===== config.mk =====
export PLATFORM = sky130hd
export DESIGN_NAME = barometric_pressure_compensation_core
export DESIGN_NICKNAME = d
export VERILOG_FILES = /design/src/rtl/core/bpc_pkg.sv /design/src/rtl/core/bpc_div.sv /design/src/rtl/core/barometric_pressure_compensation_core.sv
export VERILOG_INCLUDE_DIRS = /design/src /design/src/rtl/core
export SDC_FILE = /design/constraint.sdc
export NUM_CORES = 2
export LEC_CHECK = 0
export ABC_AREA = 1
export BUFFER_PORTS_ARGS = -buffer_cell sky130_fd_sc_hd__clkbuf_2
export CORE_ASPECT_RATIO = 0.6
export CORE_MARGIN = 2
export CORE_UTILIZATION = 37
export CTS_BUF_LIST = sky130_fd_sc_hd__clkbuf_8
export DETAILED_ROUTE_END_ITERATION = 8
export HOLD_SLACK_MARGIN = 0.08
export PLACE_DENSITY = 0.6
export SLEW_MARGIN = 20
export SYNTH_ARGS = -nofsm -noshare
export SYNTH_HDL_FRONTEND = slang
export SYNTH_SLANG_ARGS = --single-unit

===== constraint.sdc =====
create_clock -name i_clk -period 20.6 [get_ports i_clk]
set_input_delay 1.03 -clock i_clk [delete_from_list [all_inputs] [get_ports i_clk]]
set_output_delay 1.03 -clock i_clk [all_outputs]
set_load 0.02 [all_outputs]

===== src/rtl/core/barometric_pressure_compensation_core_defines.svh =====
// Assertion macros shared by the barometric compensation RTL.
// No dependencies; expects i_clk and i_rst_n in the using module.
`ifndef BAROMETRIC_PRESSURE_COMPENSATION_CORE_DEFINES_SVH
`define BAROMETRIC_PRESSURE_COMPENSATION_CORE_DEFINES_SVH

// implication checked on every clock edge outside reset
`define BPC_ASSERT_IMP(lbl, a, c, msg) \
    lbl: assert property (@(posedge i_clk) disable iff (!i_rst_n) (a) |-> (c)) \
        else $error(msg);

// next-cycle implication
`define BPC_ASSERT_NXT(lbl, a, c, msg) \
    lbl: assert property (@(posedge i_clk) disable iff (!i_rst_n) (a) |=> (c)) \
        else $error(msg);

`endif


===== src/rtl/core/bpc_pkg.sv =====
// Package for the barometric compensation core: types, constants, helpers.
// No dependencies.
package bpc_pkg;

    localparam int unsigned Oversampling = 0;
    localparam logic [1:0]  Oss          = 2'(Oversampling % 4);

    localparam logic [2:0] REG_AC1 = 3'd0;
    localparam logic [2:0] REG_AC2 = 3'd1;
    localparam logic [2:0] REG_AC3 = 3'd2;
    localparam logic [2:0] REG_AC4 = 3'd3;
    localparam logic [2:0] REG_B1  = 3'd4;
    localparam logic [2:0] REG_B2  = 3'd5;
    localparam logic [2:0] REG_TLP = 3'd6;
    localparam logic [2:0] REG_TCP = 3'd7;

    localparam logic CMD_TEMP  = 1'b0;
    localparam logic CMD_PRESS = 1'b1;

    typedef enum logic [1:0] {
        ST_IDLE,
        ST_MUL,
        ST_DIV,
        ST_DONE
    } t_state;

    // divider control/status between core and divider
    typedef struct packed {
        logic        start;
        logic [31:0] num;
        logic [31:0] den;
    } t_div_req;

    typedef struct packed {
        logic        done;
        logic [31:0] quo;
    } t_div_rsp;

    function automatic logic [31:0] sx16(input logic [15:0] v);
        return {{16{v[15]}}, v};
    endfunction

    function automatic logic [31:0] asr(input logic [31:0] v, input logic [4:0] n);
        return 32'($signed(v) >>> n);
    endfunction

endpackage


===== src/rtl/core/bpc_div.sv =====
// Radix-2 restoring unsigned divider, 32 bits, one quotient bit per cycle.
// Depends on bpc_pkg.
module bpc_div (
    input  logic              i_clk,
    input  logic              i_rst_n,
    input  bpc_pkg::t_div_req i_req,
    output bpc_pkg::t_div_rsp o_rsp
);
    import bpc_pkg::*;

    logic [31:0] r_rem, n_rem;
    logic [31:0] r_quo, n_quo;
    logic [31:0] r_den, n_den;
    logic [5:0]  r_cnt, n_cnt;
    logic        r_busy, n_busy;
    logic        r_done, n_done;
    logic [32:0] trial;

    always_comb begin
        n_rem  = r_rem;
        n_quo  = r_quo;
        n_den  = r_den;
        n_cnt  = r_cnt;
        n_busy = r_busy;
        n_done = 1'b0;
        trial  = {r_rem, r_quo[31]} - {1'b0, r_den};
        if (i_req.start) begin
            n_rem  = '0;
            n_quo  = i_req.num;
            n_den  = i_req.den;
            n_cnt  = 6'd0;
            n_busy = 1'b1;
        end else if (r_busy) begin
            if (!trial[32]) begin
                n_rem = trial[31:0];
                n_quo = {r_quo[30:0], 1'b1};
            end else begin
                n_rem = {r_rem[30:0], r_quo[31]};
                n_quo = {r_quo[30:0], 1'b0};
            end
            n_cnt = r_cnt + 6'd1;
            if (r_cnt == 6'd31) begin
                n_busy = 1'b0;
                n_done = 1'b1;
            end
        end
    end

    always_ff @(posedge i_clk) begin
        if (!i_rst_n) begin
            r_busy <= 1'b0;
            r_done <= 1'b0;
            r_cnt  <= '0;
        end else begin
            r_busy <= n_busy;
            r_done <= n_done;
            r_cnt  <= n_cnt;
        end
        r_rem <= n_rem;
        r_quo <= n_quo;
        r_den <= n_den;
    end

    // done pulses for one cycle; quotient holds until the next start
    assign o_rsp.done = r_done;
    assign o_rsp.quo  = r_quo;

endmodule


===== src/rtl/core/barometric_pressure_compensation_core.sv =====
// Barometric compensation core: shared 32x32 multiplier and bpc_div under a step counter.
// Temperature and pressure requests each include a bpc_div divide, skipped on a zero
// divisor. One request is processed at a time: a new one is taken only in ST_IDLE,
// and a held result stalls the next in ST_DONE.
// Reset (synchronous, active low) clears coefficients, stored B5 and control.
// Depends on bpc_pkg, bpc_div and the defines header.
`include "barometric_pressure_compensation_core_defines.svh"
module barometric_pressure_compensation_core (
    input  logic        i_clk,
    input  logic        i_rst_n,
    // configuration write port
    input  logic        i_cfg_we,
    input  logic [2:0]  i_cfg_index,
    input  logic [31:0] i_cfg_data,
    // request channel
    input  logic        i_valid,
    output logic        o_ready,
    input  logic        i_cmd,
    input  logic [18:0] i_raw_reading,
    // result channel
    output logic        o_valid,
    input  logic        i_ready,
    output logic        o_reading_kind,
    output logic [31:0] o_compensated_value,
    output logic        o_status
);
    import bpc_pkg::*;

    // coefficient registers
    logic [15:0] r_ac1, r_ac2, r_ac3, r_ac4, r_b1, r_b2;
    logic [31:0] r_tlp, r_tcp;

    always_ff @(posedge i_clk) begin
        if (!i_rst_n) begin
            r_ac1 <= '0; r_ac2 <= '0; r_ac3 <= '0; r_ac4 <= '0;
            r_b1  <= '0; r_b2  <= '0; r_tlp <= '0; r_tcp <= '0;
        end else if (i_cfg_we) begin
            case (i_cfg_index)
                REG_AC1: r_ac1 <= i_cfg_data[15:0];
                REG_AC2: r_ac2 <= i_cfg_data[15:0];
                REG_AC3: r_ac3 <= i_cfg_data[15:0];
                REG_AC4: r_ac4 <= i_cfg_data[15:0];
                REG_B1:  r_b1  <= i_cfg_data[15:0];
                REG_B2:  r_b2  <= i_cfg_data[15:0];
                REG_TLP: r_tlp <= i_cfg_data;
                REG_TCP: r_tcp <= i_cfg_data;
                default: ;
            endcase
        end
    end

    // Sequencer: r_step walks the microcode in ST_MUL. The multiplier has
    // its operands and product registered, so a product loaded in step k is
    // read in step k+2. Divides leave ST_MUL for ST_DIV and resume at the
    // step after the one that started them.
    t_state      r_state, n_state;
    logic [4:0]  r_step, n_step;
    logic        r_kind, n_kind;
    logic [18:0] r_raw, n_raw;
    logic [31:0] r_x1, n_x1;
    logic [31:0] r_x3, n_x3;
    logic [31:0] r_b5, n_b5;   // stored B5 term
    logic [31:0] r_b6, n_b6;
    logic [31:0] r_sq, n_sq;
    logic [31:0] r_b3, n_b3;
    logic [31:0] r_b4, n_b4;
    logic [31:0] r_p, n_p;
    logic [31:0] r_den, n_den;
    logic        r_dneg, n_dneg;    // temperature quotient is negative
    logic        r_dpost, n_dpost;  // B7 had bit 31 set: shift after divide
    logic [31:0] r_mul_a, n_mul_a;
    logic [31:0] r_mul_b, n_mul_b;
    logic [31:0] r_prod;
    logic [31:0] r_val, n_val;      // finished value, waits in ST_DONE
    logic        r_stat, n_stat;
    // output register, parts the sequencer from the result channel
    logic        r_ovld, n_ovld;
    logic        r_okind, n_okind;
    logic [31:0] r_oval, n_oval;
    logic        r_ostat, n_ostat;

    logic        div_go, calc_end, out_load;
    t_div_req    div_req;
    t_div_rsp    div_rsp;

    bpc_div u_div (
        .i_clk  (i_clk),
        .i_rst_n(i_rst_n),
        .i_req  (div_req),
        .o_rsp  (div_rsp)
    );

    logic [31:0] ac5, ac6, mc, md;
    assign ac5 = {16'd0, r_tlp[31:16]};
    assign ac6 = {16'd0, r_tlp[15:0]};
    assign mc  = sx16(r_tcp[31:16]);
    assign md  = sx16(r_tcp[15:0]);

    logic [31:0] num_t, mag_num, mag_den, x1_t, x2_t, b5_t, b6_t, px3_t, p_t;
    assign num_t   = mc << 11;
    assign mag_num = num_t[31] ? 32'd0 - num_t : num_t;
    assign mag_den = r_den[31] ? 32'd0 - r_den : r_den;
    assign x1_t    = asr(r_prod, 5'd15);
    assign x2_t    = r_dneg ? 32'd0 - div_rsp.quo : div_rsp.quo;
    assign b5_t    = r_x1 + x2_t;
    assign b6_t    = r_b5 - 32'd4000;
    assign px3_t   = asr(r_x1 + asr(r_prod, 5'd16) + 32'd2, 5'd2);
    assign p_t     = r_dpost ? (div_rsp.quo << 1) : div_rsp.quo;

    // control outputs
    always_comb begin
        o_ready  = (r_state == ST_IDLE);
        out_load = (r_state == ST_DONE) && (!r_ovld || i_ready);
        div_go   = 1'b0;
        calc_end = 1'b0;
        if (r_state == ST_MUL) begin
            if (!r_kind) begin
                case (r_step)
                    5'd2: begin
                        // zero divisor ends the request with status set
                        if (r_den == 32'd0) calc_end = 1'b1;
                        else div_go = 1'b1;
                    end
                    5'd3: calc_end = 1'b1;
                    default: ;
                endcase
            end else begin
                case (r_step)
                    5'd11: if (r_b4 == 32'd0) calc_end = 1'b1;
                    5'd12: div_go = 1'b1;
                    5'd18: calc_end = 1'b1;
                    default: ;
                endcase
            end
        end
        div_req       = '0;
        div_req.start = div_go;
        // pressure: B7 is the product read in step 12
        div_req.num   = r_kind ? (r_prod[31] ? r_prod : (r_prod << 1)) : mag_num;
        div_req.den   = r_kind ? r_b4 : mag_den;
    end

    // next state
    always_comb begin
        n_state = r_state;
        case (r_state)
            ST_IDLE: if (i_valid) n_state = ST_MUL;
            ST_MUL: begin
                if (div_go) n_state = ST_DIV;
                else if (calc_end) n_state = ST_DONE;
            end
            ST_DIV:  if (div_rsp.done) n_state = ST_MUL;
            ST_DONE: if (out_load) n_state = ST_IDLE;
            default: n_state = ST_IDLE;
        endcase
    end

    // datapath
    always_comb begin
        n_step  = r_step;
        n_kind  = r_kind;
        n_raw   = r_raw;
        n_x1    = r_x1;
        n_x3    = r_x3;
        n_b5    = r_b5;
        n_b6    = r_b6;
        n_sq    = r_sq;
        n_b3    = r_b3;
        n_b4    = r_b4;
        n_p     = r_p;
        n_den   = r_den;
        n_dneg  = r_dneg;
        n_dpost = r_dpost;
        n_mul_a = r_mul_a;
        n_mul_b = r_mul_b;
        n_val   = r_val;
        n_stat  = r_stat;
        n_ovld  = r_ovld && !i_ready;
        n_okind = r_okind;
        n_oval  = r_oval;
        n_ostat = r_ostat;
        if (out_load) begin
            n_ovld  = 1'b1;
            n_okind = r_kind;
            n_oval  = r_val;
            n_ostat = r_stat;
        end
        case (r_state)
            ST_IDLE: begin
                if (i_valid) begin
                    n_kind  = i_cmd;
                    n_raw   = i_raw_reading;
                    n_step  = 5'd0;
                    n_mul_a = {13'd0, i_raw_reading} - ac6;
                    n_mul_b = ac5;
                end
            end
            ST_MUL: begin
                n_step = r_step + 5'd1;
                if (!r_kind) begin
                    case (r_step)
                        5'd1: begin
                            n_x1  = x1_t;
                            n_den = x1_t + md;
                        end
                        5'd2: begin
                            n_dneg = num_t[31] ^ r_den[31];
                            n_val  = '0;
                            n_stat = 1'b1;
                        end
                        5'd3: begin
                            n_b5   = b5_t;
                            n_val  = asr(b5_t + 32'd8, 5'd4);
                            n_stat = 1'b0;
                        end
                        default: ;
                    endcase
                end else begin
                    case (r_step)
                        5'd0: begin
                            n_b6    = b6_t;
                            n_mul_a = b6_t;
                            n_mul_b = b6_t;
                        end
                        5'd2: begin
                            n_sq    = asr(r_prod, 5'd12);
                            n_mul_a = sx16(r_b2);
                            n_mul_b = asr(r_prod, 5'd12);
                        end
                        5'd3: begin
                            n_mul_a = sx16(r_ac2);
                            n_mul_b = r_b6;
                        end
                        5'd4: n_x1 = asr(r_prod, 5'd11);
                        5'd5: begin
                            n_x3    = r_x1 + asr(r_prod, 5'd11);
                            n_mul_a = sx16(r_ac3);
                            n_mul_b = r_b6;
                        end
                        5'd6: begin
                            n_b3    = asr((((sx16(r_ac1) << 2) + r_x3) << Oss) + 32'd2,
                                          5'd2);
                            n_mul_a = sx16(r_b1);
                            n_mul_b = r_sq;
                        end
                        5'd7: n_x1 = asr(r_prod, 5'd13);
                        5'd8: begin
                            n_x3    = px3_t;
                            n_mul_a = {16'd0, r_ac4};
                            n_mul_b = px3_t + 32'd32768;
                        end
                        5'd10: begin
                            n_b4    = r_prod >> 15;
                            n_mul_a = {13'd0, r_raw} - r_b3;
                            n_mul_b = 32'd50000 >> Oss;
                        end
                        5'd11: begin
                            n_val  = '0;
                            n_stat = 1'b1;
                        end
                        5'd12: n_dpost = r_prod[31];
                        5'd13: begin
                            n_p     = p_t;
                            n_mul_a = asr(p_t, 5'd8);
                            n_mul_b = asr(p_t, 5'd8);
                        end
                        5'd15: begin
                            n_mul_a = r_prod;
                            n_mul_b = 32'd3038;
                        end
                        5'd16: begin
                            n_mul_a = 32'd0 - 32'd7357;
                            n_mul_b = r_p;
                        end
                        5'd17: n_x1 = asr(r_prod, 5'd16);
                        5'd18: begin
                            n_val  = r_p + asr(r_x1 + asr(r_prod, 5'd16) + 32'd3791, 5'd4);
                            n_stat = 1'b0;
                        end
                        default: ;
                    endcase
                end
            end
            default: ;
        endcase
    end

    always_ff @(posedge i_clk) begin
        if (!i_rst_n) begin
            r_state <= ST_IDLE;
            r_step  <= '0;
            r_b5    <= '0;
            r_ovld  <= 1'b0;
        end else begin
            r_state <= n_state;
            r_step  <= n_step;
            r_b5    <= n_b5;
            r_ovld  <= n_ovld;
        end
        r_kind  <= n_kind;
        r_raw   <= n_raw;
        r_x1    <= n_x1;
        r_x3    <= n_x3;
        r_b6    <= n_b6;
        r_sq    <= n_sq;
        r_b3    <= n_b3;
        r_b4    <= n_b4;
        r_p     <= n_p;
        r_den   <= n_den;
        r_dneg  <= n_dneg;
        r_dpost <= n_dpost;
        r_mul_a <= n_mul_a;
        r_mul_b <= n_mul_b;
        r_prod  <= r_mul_a * r_mul_b;
        r_val   <= n_val;
        r_stat  <= n_stat;
        r_okind <= n_okind;
        r_oval  <= n_oval;
        r_ostat <= n_ostat;
    end

    assign o_valid             = r_ovld;
    assign o_reading_kind      = r_okind;
    assign o_compensated_value = r_oval;
    assign o_status            = r_ostat;

    `BPC_ASSERT_IMP(a_busy_not_ready, r_state != ST_IDLE, !o_ready, "ready while busy")
    `BPC_ASSERT_IMP(a_zero_div_val, r_ovld && r_ostat, r_oval == '0, "zero divisor value")
    `BPC_ASSERT_NXT(a_accept_busy, i_valid && o_ready, !o_ready, "ready after accept")
    `BPC_ASSERT_NXT(a_out_hold, r_ovld && !i_ready, r_ovld && $stable(r_oval), "result moved")

endmodule

==> out/qor.yml <==
layout.nets: 8412
clock-sinks: 690
end_kind: "flop"
antenna_found_initial: 25
grt_max_degree: 169
netlist_area_sq_um: 58700
area_growth_syn_to_layout_pct: 9.18
syn_area_per_cell_sq_um: 7.80
mostFrequentLayoutCell: "nand2_1"
cts_setup_buffers: 0
routed_wl_mm: 238
cp-start-kind: "flop"
synthDistinctLibCells: 72
clockBufferDepth: 3
syn_inst: 7530
drtPass1Iterations: 6
grt_util_all_layers_pct: 28.7
cp_common_cell: "fa_1"
numPortBuffers: 95
final_max_slew_viol_count: 0
cts-root-buf: "clkbuf_8"
ys_ff_latch: 690
path_buf_inv: 5
final_cells: 9806
relSlewSlack_pct: 10.0
drt-initial-drc-count: 7387
cp_max_fo: 23
r2r_setup_slack_ns: 13.10
synth_ff_type: "edfxtp_1"
avgViaCountPerCell: 5.47
nFillCells: 16200
dieHeight_microns: 313
synth-seq-area-share_pct: 30.7
wl_per_cell_microns: 24.3
cts_hold_buf: 0
final_cell_mix: "nand2_1 (1,604), inv_1 (1,365), nor2_1 (649), o21ai_0 (549), a21oi_1 (476)"
hold_class: "flop to flop"
reg2reg_depth: 25
required_ns: 21.32
cts.repair.resized: 0
cap_viol_max_count: 0
hold_path_end: "o_compensated_value[11]$_DFFE_PP_"
gp_congestion: 1.02
critical_path.slowest_cell: "edfxtp_1"
vias: 53700
postPlaceCellArea_sq_um: 61700
worstHoldStart: "r_val[11]$_DFFE_PP_"
drc: 0
period_share_pct: 36.4
reg2reg_from: "r_mul_b[9]$_DFFE_PP_"
setup_viol: 0
start_util_pct: 37.2
setup_tns_ns: 0
max_freq_mhz: 133
cts_tree: "done"
outcome: "finished, final reports clean"
crit_type: "flop to flop"
crit_arrival_ns: 8.22
skew_ns: 0.0637
drive_gt1_share_pct: 6.38
synth-edff-count: 418
async_flop_share_pct: 0
r2r_end: "r_prod[31]$_DFF_P_"
grt_pass1_vias: 49100
clk_latency_ns: 0.85
num_rows: 113
min_path_cells: 0
grt_pass1_wl_mm: 340
layout_min_cycle_time_ns: 7.50
hold_ws_ns: 0.391
core_sq_um: 158000
dp_cells: 9596
postLayoutCellArea_sq_um: 64100
clk_pin_slew_worst_paths_ns: 0.07
h-tree-depth: 3
slowest_delay_ns: 1.12
cts_buffers: 110
yosys_warnings: 0
hold_viol: 0
grt-ovfl-total: 0
crit_family: "adder cells"
grt_setup_unrepaired: "false"
worst_pin_slew_ns: 1.34
die_x_microns: 518
antenna_left: 0
pin_count: 96
dieArea_sq_um: 162000
dp_hpwl_mm: 190
[kinds of logic after synthesis]
family | after synthesis | synth area share [%]
simple gates | 2749 | 19.2
buf+inv | 1627 | 10.4
fa+ha+maj | 769 | 21.7
xor+xnor | 291 | 4.39
other cells | 1 | 0.00639
flops | 690 | 30.7
compound gates | 1403 | 13.6
[how the worst max path moves through the flow]
stage / depth (start not counted) / start / endpoint
after floorplan: 23 / r_mul_b[2]$_DFFE_PP_ / r_prod[28]$_DFF_P_
after global placement: 25 / r_mul_b[8]$_DFFE_PP_ / r_prod[31]$_DFF_P_
after detailed placement: 25 / r_mul_b[8]$_DFFE_PP_ / r_prod[31]$_DFF_P_
after CTS: 25 / r_mul_b[8]$_DFFE_PP_ / r_prod[31]$_DFF_P_
after global routing: 23 / r_mul_b[11]$_DFFE_PP_ / r_prod[31]$_DFF_P_
final: 25 / r_mul_b[9]$_DFFE_PP_ / r_prod[31]$_DFF_P_
[routing by layer]
metal	vias up	share of wire [%]	track usage (%)
met5	-	0.024	0
met4	10	2.1	5.71
met3	308	16	12.5
met2	3014	36	35.2
met1	26000	47	44.8
li1	24300	-	-
[synth_stat cells, drive strengths merged (4+ instances only)]
master / n / area share (%)
o2111ai: 12 / 0.18
o221ai: 6 / 0.090
o21ai: 590 / 5.0
nand4: 81 / 0.87
nor2: 682 / 4.5
or2: 24 / 0.26
a21boi: 21 / 0.29
clkbuf: 224 / 1.4
a22o: 7 / 0.10
a211oi: 5 / 0.064
nor3b: 5 / 0.064
nor3: 60 / 0.54
o22ai: 15 / 0.16
buf: 51 / 0.35
nand3: 227 / 2.0
and3: 4 / 0.043
a22oi: 12 / 0.15
fa: 417 / 14
a31oi: 38 / 0.40
a2111oi: 4 / 0.060
nand3b: 16 / 0.20
ha: 352 / 7.5
xnor2: 97 / 1.4
o31ai: 14 / 0.18
o211ai: 68 / 0.88
dfxtp: 272 / 9.3
xor2: 194 / 2.9
o2111a: 4 / 0.077
a21o: 22 / 0.28
inv: 1344 / 8.6
a21oi: 479 / 4.1
a221oi: 51 / 0.76
nand2: 1628 / 11
nor4: 18 / 0.20
o21bai: 25 / 0.34
clkinv: 8 / 0.051
edfxtp: 418 / 21
o21a: 11 / 0.14
[layout make-up]
type / count / area (sq um) / area share [%]
clock buffer: 125 / 1720 / 2.68
sequential: 690 / 18000 / 28.1
multi-input combinational: 5226 / 34700 / 54.2
timing repair buffer: 203 / 1320 / 2.06
clock inverter: 82 / 578 / 0.902
inverter: 1352 / 5070 / 7.92
tap: 2127 / 2660 / 4.15
antenna: 1 / 2.50 / 0.00390
[registers in the layout, summed over array words and instances (netlist names), 21 cells and up]
register,cells
r_x3,31
r_b5,32
u_div.r_rem,32
r_b3,30
r_prod,32
r_tcp,32
r_b6,32
r_mul_b,32
r_mul_a,32
r_tlp,32
r_p,32
o_compensated_value,32
r_x1,21
u_div.r_den,32
r_val,32
u_div.r_quo,32
[through the flow]
stage          setup slack (ns)  utilization [%]
3_3_place_gp              13.19             39.1
5_1_grt                   12.67             40.6
4_1_cts                   13.17             40.6
6_report                  13.10             40.6
3_5_place_dp              13.18             39.1
2_1_floorplan             13.95                -
[worst reg2reg max path: stages (launching register included)]
cell and delay [ns]:
edfxtp_1 1.12, nand2_1 0.12, inv_1 0.12, fa_1 0.45
fa_1 0.55, inv_1 0.06, fa_1 0.52, inv_1 0.05
fa_1 0.51, inv_1 0.06, fa_1 0.58, fa_1 0.44
fa_1 0.46, fa_1 0.50, inv_1 0.06, ha_1 0.34
nand2_1 0.16, o21ai_0 0.14, a21oi_1 0.15, nand3_1 0.23
nand3_1 0.15, nand2_1 0.09, a21o_1 0.19, a21oi_1 0.17
nand3b_1 0.13, nand2_1 0.06
Power is not shown: default switching activity piles up to over one toggle a cycle in this logic, so the estimate is an artifact.
